### config.mk
export PLATFORM = sky130hd
export DESIGN_NAME = salc_ctrl
export DESIGN_NICKNAME = d
export VERILOG_FILES = /design/src/rtl/core/salc_pkg.sv /design/src/rtl/core/salc_ctrl.sv
export SDC_FILE = /design/constraint.sdc
export NUM_CORES = 1
export LEC_CHECK = 0
export ABC_AREA = 1
export ABC_CLOCK_PERIOD_IN_PS = 800
export BUFFER_PORTS_ARGS = -buffer_cell sky130_fd_sc_hd__buf_2
export CAP_MARGIN = 10
export CORE_AREA = 4 4 41 43
export CTS_CLUSTER_DIAMETER = 80
export DETAILED_ROUTE_END_ITERATION = 12
export DIE_AREA = 0 0 45 47
export HOLD_SLACK_MARGIN = 0.03
export PLACE_DENSITY = 0.46
export REMOVE_ABC_BUFFERS = 1
export SYNTH_ARGS = -nofsm -noshare
export SYNTH_HDL_FRONTEND = slang
export SYNTH_SLANG_ARGS = --single-unit
### constraint.sdc
create_clock -name clk -period 0.8 [get_ports clk]
set_input_delay 0.16 -clock clk [delete_from_list [all_inputs] [get_ports clk]]
set_output_delay 0.16 -clock clk [all_outputs]
set_load 0.01 [all_outputs]
### src/rtl/core/salc_pkg.sv
// Shared constants and controller/datapath interface types for the cache lookup core.
package salc_pkg;

  localparam int DEF_NUM_SETS    = 2048;
  localparam int DEF_NUM_WAYS    = 16;
  localparam int DEF_OFFSET_BITS = 6;
  localparam int ADDR_W          = 64;
  localparam int EV_TAG_W        = 47;

  typedef struct packed {
    logic clear;
    logic accept;
    logic commit;
  } ctl_cmd_t;

  typedef struct packed {
    logic clear_last;
  } ctl_sts_t;

endpackage

### src/rtl/core/salc_ctrl.sv
// Controller state machine: clearing pass, request acceptance and result hand-off.
module salc_ctrl (
  input  logic               clk,
  input  logic               rst_n,
  input  logic               in_valid,
  output logic               in_stall,
  output logic               out_valid,
  input  logic               out_stall,
  input  salc_pkg::ctl_sts_t sts,
  output salc_pkg::ctl_cmd_t cmd
);
  import salc_pkg::*;

  typedef enum logic [2:0] {
    ST_CLEAR = 3'b001,
    ST_IDLE  = 3'b010,
    ST_LOOK  = 3'b100
  } state_t;

  state_t state_r, state_nxt;
  logic   out_valid_r, out_valid_nxt;

  always_comb begin
    cmd.clear  = (state_r == ST_CLEAR);
    cmd.accept = (state_r == ST_IDLE) && in_valid;
    cmd.commit = (state_r == ST_LOOK) && (!out_valid_r || !out_stall);
  end

  always_comb begin
    state_nxt = state_r;
    case (state_r)
      ST_CLEAR: begin
        if (sts.clear_last) begin
          state_nxt = ST_IDLE;
        end
      end
      ST_IDLE: begin
        if (in_valid) begin
          state_nxt = ST_LOOK;
        end
      end
      ST_LOOK: begin
        if (cmd.commit) begin
          state_nxt = ST_IDLE;
        end
      end
      default: state_nxt = ST_CLEAR;
    endcase
  end

  always_comb begin
    if (cmd.commit) begin
      out_valid_nxt = 1'b1;
    end else if (out_stall) begin
      out_valid_nxt = out_valid_r;
    end else begin
      out_valid_nxt = 1'b0;
    end
  end

  always_ff @(posedge clk) begin
    if (!rst_n) begin
      state_r     <= ST_CLEAR;
      out_valid_r <= 1'b0;
    end else begin
      state_r     <= state_nxt;
      out_valid_r <= out_valid_nxt;
    end
  end

  assign in_stall  = (state_r != ST_IDLE);
  assign out_valid = out_valid_r;

  // A new result can only come from a lookup that has just completed.
  a_result_from_lookup: assert property (@(posedge clk) disable iff (!rst_n)
    $rose(out_valid_r) |-> $past(state_r == ST_LOOK))
    else $error("result raised without a completed lookup");

  // No result is pending while the tag store is still being cleared.
  a_no_result_in_clear: assert property (@(posedge clk) disable iff (!rst_n)
    state_r == ST_CLEAR |-> !out_valid_r)
    else $error("result valid during clearing pass");

  // An accepted request always moves to the compare and update step.
  a_accept_to_look: assert property (@(posedge clk) disable iff (!rst_n)
    cmd.accept |=> state_r == ST_LOOK)
    else $error("accepted request did not reach lookup");

endmodule

==> impl_metrics.prom, run 1 <==
# TYPE chip_impl_metric gauge
chip_impl_metric{name="final_min_period_over_clock_period",unit="%"} 141
chip_impl_metric{name="sw_frac_of_total",unit="%"} 30.1
chip_impl_metric{name="globalRoute.totalOverflow",unit=""} 0
chip_impl_metric{name="detail-route-antenna-nets",unit=""} 0
chip_impl_metric{name="design.die.area",unit="um^2"} 2120
chip_impl_metric{name="globalplace.congestion",unit=""} 0.677
chip_impl_metric{name="synth-seq-area-share",unit="%"} 37.6
chip_impl_metric{name="worst_setup_hold_path_clk_slew",unit="ns"} 0.04
chip_impl_info{name="setup.worst_path.class",value="reg -> out"} 1
chip_impl_metric{name="fin_ws",unit="ns"} -0.328
chip_impl_metric{name="setup_tns",unit="ns"} -1.79
chip_impl_metric{name="cts.sink_count",unit=""} 4
chip_impl_metric{name="setup_skew_after_layout",unit="ns"} 0.00152
chip_impl_metric{name="hold_viol",unit=""} 0
chip_impl_metric{name="worstRegToRegCells",unit=""} 6
chip_impl_metric{name="finalCriticalPeriod",unit="ns"} 1.13
chip_impl_metric{name="cts_max_path_buffers",unit=""} 2
chip_impl_metric{name="core_region_area",unit="um^2"} 1300
chip_impl_info{name="run_status",value="complete, but fails checks"} 1
chip_impl_metric{name="dpl_cell_area",unit="um^2"} 277
chip_impl_info{name="crit_path_start_kind",value="flip-flop"} 1
chip_impl_metric{name="netlist_instances",unit=""} 32
chip_impl_metric{name="start_util",unit="%"} 16.3
chip_impl_metric{name="net-switching-power",unit="mW"} 0.220
chip_impl_metric{name="power_report.internal_total",unit="mW"} 0.509
chip_impl_metric{name="max_slew.worst_pin.slew",unit="ns"} 0.131
chip_impl_metric{name="power_frac_clock",unit="%"} 33.4
chip_impl_info{name="violations_in_the_final_reports",value="negative setup slack"} 1
chip_impl_metric{name="worst_slack_at_placement",unit="ns"} -0.136
chip_impl_metric{name="hpwl",unit="um"} 413
chip_impl_metric{name="num-nets-final",unit=""} 56
chip_impl_metric{name="cells_after_dpl",unit=""} 56
chip_impl_metric{name="postRouteWirelength",unit="um"} 608
chip_impl_metric{name="yosys_top_cell_area_share",unit="%"} 37.6
chip_impl_info{name="clock_tree.root_cell",value="sky130_fd_sc_hd__clkbuf_4"} 1
chip_impl_metric{name="detailedRoute.firstIterationViolations",unit=""} 0
chip_impl_info{name="end_kind",value="output port"} 1
chip_impl_info{name="tritoncts_clock_tree",value="built"} 1
chip_impl_metric{name="post_drt_via_cell_ratio",unit=""} 3.94
chip_impl_metric{name="port_buffers",unit=""} 9
chip_impl_metric{name="p_comb_share",unit="%"} 30.7
chip_impl_metric{name="power-per-cell-area",unit="nW/um^2"} 1920
chip_impl_metric{name="hold-path-cell-count",unit=""} 2
chip_impl_metric{name="global_route.usage.total",unit="%"} 6.55
chip_impl_metric{name="grt_pass1_wl",unit="um"} 883
chip_impl_metric{name="clock_latency",unit="ns"} 0.23
chip_impl_metric{name="stdcell_area",unit="um^2"} 380
chip_impl_metric{name="power.static_leakage",unit="nW"} 0.204
chip_impl_metric{name="finalMaxSlewViolations",unit=""} 0
chip_impl_metric{name="netlist_area",unit="um^2"} 213
chip_impl_metric{name="synth.avg_cell_area",unit="um^2"} 6.65
chip_impl_metric{name="synthesis.yosys.warnings",unit=""} 0
chip_impl_metric{name="grt_pass1_vias",unit=""} 255
chip_impl_metric{name="num_rows",unit=""} 13
chip_impl_metric{name="ys_types",unit=""} 12
chip_impl_metric{name="required",unit="ns"} 0.64
chip_impl_metric{name="die_width",unit="um"} 45
chip_impl_metric{name="die_height",unit="um"} 47
chip_impl_metric{name="vdd.ir_drop.worst",unit="uV"} 686
chip_impl_metric{name="area_growth",unit="%"} 78.8
chip_impl_metric{name="grt_start_max_net_pins",unit=""} 5
chip_impl_info{name="grt_setup_unrepaired",value="true"} 1
chip_impl_info{name="most_area_consuming_cells_after_synthesis",value="sky130_fd_sc_hd__dfxtp_1, sky130_fd_sc_hd__nand3_1, sky130_fd_sc_hd__inv_1"} 1
chip_impl_metric{name="vias",unit=""} 252
chip_impl_metric{name="count_of_inserted_antenna_diode_cells",unit=""} 0
chip_impl_metric{name="power_frac_seq",unit="%"} 35.9
chip_impl_metric{name="routedWlPerCell",unit="um"} 9.50
chip_impl_metric{name="slew_headroom",unit="%"} 91.3
chip_impl_metric{name="drc",unit=""} 0
chip_impl_metric{name="cts_made_buffers",unit=""} 3
chip_impl_metric{name="post-route-util",unit="%"} 29.2
chip_impl_metric{name="grt_antenna_before_repair",unit=""} 0
chip_impl_metric{name="drive_above_1_share",unit="%"} 59.2
chip_impl_metric{name="cts_max_level",unit=""} 1
chip_impl_metric{name="crit_arrival",unit="ns"} 0.97
chip_impl_metric{name="design.portCount",unit=""} 10
chip_impl_info{name="synth_area_leader_cell",value="sky130_fd_sc_hd__dfxtp_1"} 1
chip_impl_metric{name="ys_seq_elements",unit=""} 4
chip_impl_metric{name="max-cap-violations",unit=""} 0
chip_impl_info{name="min_path_type",value="in -> reg"} 1
chip_impl_metric{name="dr.pass1.iters",unit=""} 1
chip_impl_metric{name="fmax",unit="MHz"} 887
chip_impl_metric{name="post_layout_nonfiller_instances",unit=""} 64
chip_impl_metric{name="crit_fanout",unit=""} 4
chip_impl_metric{name="finalSetupViolCount",unit=""} 9
final cells by class:
type	count	area [um^2]
Tap cell	15	18.8
Fill cell	164	921
Inverter	8	32.5
Timing Repair Buffer	15	106
Clock buffer	3	22.5
Multi-Input combinational cell	19	108
Sequential cell	4	92.6
Yosys cell counts, drive strengths merged:
cell type,instances
inv,8
dfxtp,4
a21oi,2
nor2,6
buf,1
nand3,7
nand2,3
nand4,1
layer usage:
metal,wire length [um],vias up,global-route usage (%),part of all wire (%)
li1,-,133,-,-
met1,226,113,5.67,37
met2,337,4,9.32,55
met3,34,2,2.68,5.6
met4,9,0,10.5,1.5
met5,0,-,0,0
path summary, 6_finish.rpt:
kind                                 start         end  slack [ns]
worst max-delay path            state_r[2]    in_stall       -0.33
worst min-delay path                 rst_n  state_r[0]        0.16
worst max register to register  state_r[0]  state_r[1]       -0.21
worst min register to register   out_valid   out_valid        0.49
stage by stage:
stage,total power [mW],hold WS (ns)
4_1_cts,0.712,0.150
5_1_grt,0.790,0.146
3_5_place_dp,0.410,0.397
3_3_place_gp,0.412,0.380
6_report,0.729,0.155
2_1_floorplan,0.353,0.244
logic make-up after synthesis:
kind of cell,after synthesis,share of synthesized area (%)
DFF,4,37.6
buffers and inverters,9,17.6
and+or+nand+nor,17,40.0
AOI/OAI and AO/OA,2,4.71
flip-flops by register name, summed over array words and instances (netlist names):
| signal | count |
|---|---|
| state_r | 3 |
| out_valid | 1 |
cells in the final DEF (no fill, tap or decap):
| cell type | n |
|---|---|
| sky130_fd_sc_hd__buf_6 | 3 |
| sky130_fd_sc_hd__buf_4 | 5 |
| sky130_fd_sc_hd__nand4_1 | 1 |
| sky130_fd_sc_hd__dfxtp_2 | 1 |
| sky130_fd_sc_hd__nand3_1 | 6 |
| sky130_fd_sc_hd__nor2_1 | 5 |
| sky130_fd_sc_hd__nand2_1 | 2 |
| sky130_fd_sc_hd__inv_4 | 1 |
| sky130_fd_sc_hd__inv_1 | 6 |
| sky130_fd_sc_hd__dfxtp_4 | 3 |
| sky130_fd_sc_hd__inv_2 | 1 |
| sky130_fd_sc_hd__a21oi_2 | 2 |
| sky130_fd_sc_hd__clkbuf_4 | 3 |
| sky130_fd_sc_hd__buf_2 | 7 |
| sky130_fd_sc_hd__nand2_2 | 1 |
| sky130_fd_sc_hd__nor2_4 | 1 |
| sky130_fd_sc_hd__nand3_2 | 1 |
worst max-delay path: stages, from the launching register on:
cell and delay, ns:
sky130_fd_sc_hd__dfxtp_4 0.35, sky130_fd_sc_hd__inv_4 0.06, sky130_fd_sc_hd__buf_4 0.10, sky130_fd_sc_hd__nand3_2 0.09
sky130_fd_sc_hd__buf_6 0.14
power by group through the flow:
| stage | Sequential (mW) | Combinational, mW | Clock [mW] |
|---|---|---|---|
| after CTS | 0.261 | 0.191 | 0.261 |
| after global placement | 0.248 | 0.163 | 0 |
| after detailed placement | 0.248 | 0.161 | 0 |
| after floorplan | 0.245 | 0.108 | 0 |
| after global routing | 0.265 | 0.248 | 0.278 |
| final | 0.262 | 0.224 | 0.244 |
repair_timing:
item | in CTS | in global routing
setup endpoints to repair | 8 | 9
hold buffers | 0 | 0
pin swaps | 2 | 4
gates resized for setup | 9 | 6
setup buffers | 3 | 3
Note: power is estimated with default switching activity, not from simulation.
==> run 2, diff against run 1 <==
--- a/config.mk
+++ b/config.mk
@@ -5,7 +5,7 @@
 export SDC_FILE = /design/constraint.sdc
 export NUM_CORES = 1
 export LEC_CHECK = 0
-export ABC_AREA = 1
+export ABC_AREA = 0
 export ABC_CLOCK_PERIOD_IN_PS = 800
 export BUFFER_PORTS_ARGS = -buffer_cell sky130_fd_sc_hd__buf_2
 export CAP_MARGIN = 10
@@ -14,7 +14,7 @@
 export DETAILED_ROUTE_END_ITERATION = 12
 export DIE_AREA = 0 0 45 47
 export HOLD_SLACK_MARGIN = 0.03
-export PLACE_DENSITY = 0.46
+export PLACE_DENSITY = 0.47
 export REMOVE_ABC_BUFFERS = 1
 export SYNTH_ARGS = -nofsm -noshare
 export SYNTH_HDL_FRONTEND = slang
==> run 2 against run 1 <==
Compared with the run above:
- area after synthesis rose by 3.5%
- clock power rose by 6%
- non-clock buffer count rose by 6
- combinational power fell by 13%
- sequential share of layout area fell by 4.4 points
- clock skew fell by 0.00059 ns
- the flow still finishes with violations (negative setup slack)
- global-route usage rose by 0.73 points
- setup slack got worse by 0.24 ns
- cell count fell by 1.6%
- sequential cell count did not move
- via count rose by 3.6%
- critical path type unchanged
==> impl_metrics.prom, run 2 <==
# TYPE chip_impl_metric gauge
chip_impl_metric{name="required",unit="ns"} 0.64
chip_impl_info{name="post-synth-top-count-cell",value="sky130_fd_sc_hd__dfxtp_1"} 1
chip_impl_info{name="end_kind",value="output port"} 1
chip_impl_metric{name="num_rows",unit=""} 13
chip_impl_info{name="violations_in_the_final_reports",value="negative setup slack"} 1
chip_impl_info{name="final_cell_mix",value="sky130_fd_sc_hd__buf_2, sky130_fd_sc_hd__buf_4, sky130_fd_sc_hd__buf_6, sky130_fd_sc_hd__clkbuf_4, sky130_fd_sc_hd__dfxtp_2"} 1
chip_impl_metric{name="design.portCount",unit=""} 10
chip_impl_info{name="setup.worst_path.class",value="reg -> out"} 1
chip_impl_metric{name="vdd.ir_drop.worst",unit="uV"} 716
chip_impl_metric{name="met1Wirelength",unit="um"} 267
chip_impl_metric{name="net-switching-power",unit="mW"} 0.193
chip_impl_metric{name="netlist_area",unit="um^2"} 220
chip_impl_info{name="most_frequent_cells_after_synthesis",value="sky130_fd_sc_hd__dfxtp_1, sky130_fd_sc_hd__inv_1, sky130_fd_sc_hd__nand3b_1, sky130_fd_sc_hd__nor3b_1, sky130_fd_sc_hd__o21ai_0"} 1
chip_impl_metric{name="crit_fanout",unit=""} 4
chip_impl_info{name="clock_tree.root_cell",value="sky130_fd_sc_hd__clkbuf_4"} 1
chip_impl_metric{name="count_of_inserted_antenna_diode_cells",unit=""} 0
chip_impl_metric{name="grt_pass1_vias",unit=""} 244
chip_impl_metric{name="cts_max_level",unit=""} 1
chip_impl_metric{name="power.static_leakage",unit="nW"} 0.211
chip_impl_metric{name="cts.sink_count",unit=""} 4
chip_impl_metric{name="slew_headroom",unit="%"} 83.5
chip_impl_metric{name="fin_ws",unit="ns"} -0.569
chip_impl_metric{name="drc",unit=""} 0
chip_impl_metric{name="final_min_period_over_clock_period",unit="%"} 171
chip_impl_metric{name="routedWlPerCell",unit="um"} 11.9
chip_impl_metric{name="grt_pass1_wl",unit="um"} 966
chip_impl_metric{name="finalMaxSlewViolations",unit=""} 0
chip_impl_metric{name="globalRoute.totalOverflow",unit=""} 0
chip_impl_metric{name="power_report.internal_total",unit="mW"} 0.499
chip_impl_metric{name="netlist_instances",unit=""} 25
chip_impl_metric{name="detailedRoute.firstIterationViolations",unit=""} 0
chip_impl_metric{name="synth.avg_cell_area",unit="um^2"} 8.81
chip_impl_metric{name="cells_after_dpl",unit=""} 54
chip_impl_metric{name="global_route.usage.total",unit="%"} 7.28
chip_impl_metric{name="hold_viol",unit=""} 0
chip_impl_metric{name="dr.pass1.iters",unit=""} 1
chip_impl_metric{name="max-cap-violations",unit=""} 0
chip_impl_info{name="crit_path_start_kind",value="flip-flop"} 1
chip_impl_metric{name="synth-seq-area-share",unit="%"} 36.4
chip_impl_metric{name="cts_made_buffers",unit=""} 3
chip_impl_metric{name="post-route-util",unit="%"} 33.8
chip_impl_metric{name="start_util",unit="%"} 16.9
chip_impl_metric{name="post_layout_nonfiller_instances",unit=""} 63
chip_impl_metric{name="sw_frac_of_total",unit="%"} 27.9
chip_impl_metric{name="postRouteWirelength",unit="um"} 750
chip_impl_metric{name="finalSetupViolCount",unit=""} 9
chip_impl_metric{name="finalCriticalPeriod",unit="ns"} 1.37
chip_impl_metric{name="design.die.area",unit="um^2"} 2120
chip_impl_metric{name="synth_edf_count",unit=""} 0
chip_impl_metric{name="yosys_top_cell_area_share",unit="%"} 36.4
chip_impl_metric{name="fmax",unit="MHz"} 730
chip_impl_metric{name="fin_hold_ws",unit="ns"} 0.146
chip_impl_info{name="yosys_most_used_dff",value="sky130_fd_sc_hd__dfxtp_1"} 1
chip_impl_metric{name="ys_types",unit=""} 18
chip_impl_metric{name="power-per-cell-area",unit="nW/um^2"} 1580
chip_impl_metric{name="detailroute.wirelength.met2",unit="um"} 412
chip_impl_info{name="run_status",value="complete, but fails checks"} 1
chip_impl_metric{name="ys_seq_elements",unit=""} 4
chip_impl_metric{name="synth-async-reset-ratio",unit="%"} 0
chip_impl_metric{name="power_frac_clock",unit="%"} 37.4
chip_impl_metric{name="ctsHoldBuffers",unit=""} 0
chip_impl_metric{name="p_comb_share",unit="%"} 28.2
chip_impl_metric{name="globalplace.congestion",unit=""} 0.760
chip_impl_metric{name="drive_above_1_share",unit="%"} 72.9
chip_impl_metric{name="worst_setup_hold_path_clk_slew",unit="ns"} 0.04
chip_impl_metric{name="worst_slack_at_placement",unit="ns"} -0.334
chip_impl_metric{name="cts_max_path_buffers",unit=""} 2
chip_impl_info{name="grt_setup_unrepaired",value="true"} 1
chip_impl_metric{name="largest_register_ff_count",unit=""} 3
chip_impl_info{name="most_area_consuming_cells_after_synthesis",value="sky130_fd_sc_hd__dfxtp_1, sky130_fd_sc_hd__nand3b_1, sky130_fd_sc_hd__nor3b_1"} 1
chip_impl_metric{name="clock_latency",unit="ns"} 0.24
chip_impl_metric{name="setup_skew_after_layout",unit="ns"} 0.000927
chip_impl_metric{name="report.power.total",unit="mW"} 0.693
chip_impl_metric{name="post_drt_via_cell_ratio",unit=""} 4.14
chip_impl_metric{name="port_buffers",unit=""} 9
chip_impl_metric{name="synthesis.yosys.warnings",unit=""} 0
chip_impl_metric{name="area_growth",unit="%"} 99.4
chip_impl_metric{name="hpwl",unit="um"} 411
chip_impl_metric{name="grt_start_max_net_pins",unit=""} 8
chip_impl_metric{name="num-nets-final",unit=""} 55
chip_impl_info{name="tritoncts_clock_tree",value="built"} 1
chip_impl_metric{name="power_frac_seq",unit="%"} 34.4
chip_impl_info{name="max_flop_register",value="state_r"} 1
chip_impl_metric{name="max_slew.worst_pin.slew",unit="ns"} 0.246
chip_impl_metric{name="grt_antenna_before_repair",unit=""} 0
chip_impl_metric{name="die_width",unit="um"} 45
chip_impl_metric{name="core_region_area",unit="um^2"} 1300
chip_impl_metric{name="vias",unit=""} 261
chip_impl_info{name="top_layer_used",value="met4"} 1
chip_impl_metric{name="met3_wirelength",unit="um"} 55
chip_impl_metric{name="die_height",unit="um"} 47
chip_impl_info{name="min_path_type",value="in -> reg"} 1
chip_impl_metric{name="detail-route-antenna-nets",unit=""} 0
chip_impl_info{name="synth_area_leader_cell",value="sky130_fd_sc_hd__dfxtp_1"} 1
chip_impl_metric{name="crit_arrival",unit="ns"} 1.21
run 2: cell types whose count changed in the layout (fill, tap and decap cells not counted), moves of 3 or more:
cell and delta:
sky130_fd_sc_hd__nor2_1 -5, sky130_fd_sc_hd__nand3_1 -6, sky130_fd_sc_hd__buf_4 +3, sky130_fd_sc_hd__inv_1 -4
run 2: final cells by class:
cell class	instances	area [um^2]
Tap cell	15	18.8
Timing Repair Buffer	21	156
Inverter	2	7.51
Fill cell	143	862
Multi-Input combinational cell	18	146
Clock buffer	3	22.5
Sequential cell	4	87.6
run 2: power groups by stage:
stage | logic [mW] | registers, mW | clock network, mW
detailed placement | 0.135 | 0.236 | 0
finish | 0.195 | 0.238 | 0.259
CTS | 0.152 | 0.235 | 0.259
global placement | 0.137 | 0.236 | 0
global route | 0.214 | 0.239 | 0.291
floorplan | 0.0629 | 0.238 | 0
run 2: layer usage:
metal / global-route usage, % / vias to the layer above
met5: 0 / -
met4: 5.26 / 0
met3: 7.28 / 2
met2: 9.32 / 8
met1: 7.08 / 115
li1: - / 136
run 2: through the flow:
step / cell area [um^2] / setup TNS [ns]
CTS: 394 / -2.91
global placement: 322 / -1.84
finish: 439 / -3.06
detailed placement: 322 / -1.84
global route: 439 / -3.48
floorplan: 213 / -1.25
run 2: what timing repair did:
| item | in CTS | in global routing |
|---|---|---|
| pin swaps | 1 | 2 |
| endpoints found under the setup margin | 9 | 9 |
| buffers inserted | 3 | 3 |
| gates resized for setup | 9 | 6 |
| endpoints found under the hold margin | 0 | 0 |
run 2: critical path: stages, from the launching register on:
cell	delay, ns
sky130_fd_sc_hd__dfxtp_2	0.34
sky130_fd_sc_hd__or3b_4	0.42
sky130_fd_sc_hd__nor2_2	0.08
sky130_fd_sc_hd__buf_2	0.13
run 2: cells by family (layout without fill, tap and decap cells):
| kind of cell | count (synthesis) | in the layout | share of synthesized area [%] |
|---|---|---|---|
| simple gates | 12 | 12 | 38.6 |
| compound gates | 6 | 6 | 18.2 |
| flops | 4 | 4 | 36.4 |
| buf+inv | 3 | 26 | 6.82 |
run 2: path summary, 6_finish.rpt:
path / start / endpoint / cells past startpoint / slack, ns
max: state_r[0] / cmd[1] / 3 / -0.57
min: rst_n / state_r[0] / 2 / 0.15
max reg2reg: state_r[2] / state_r[1] / 5 / -0.51
min reg2reg: state_r[2] / state_r[0] / 2 / 0.57
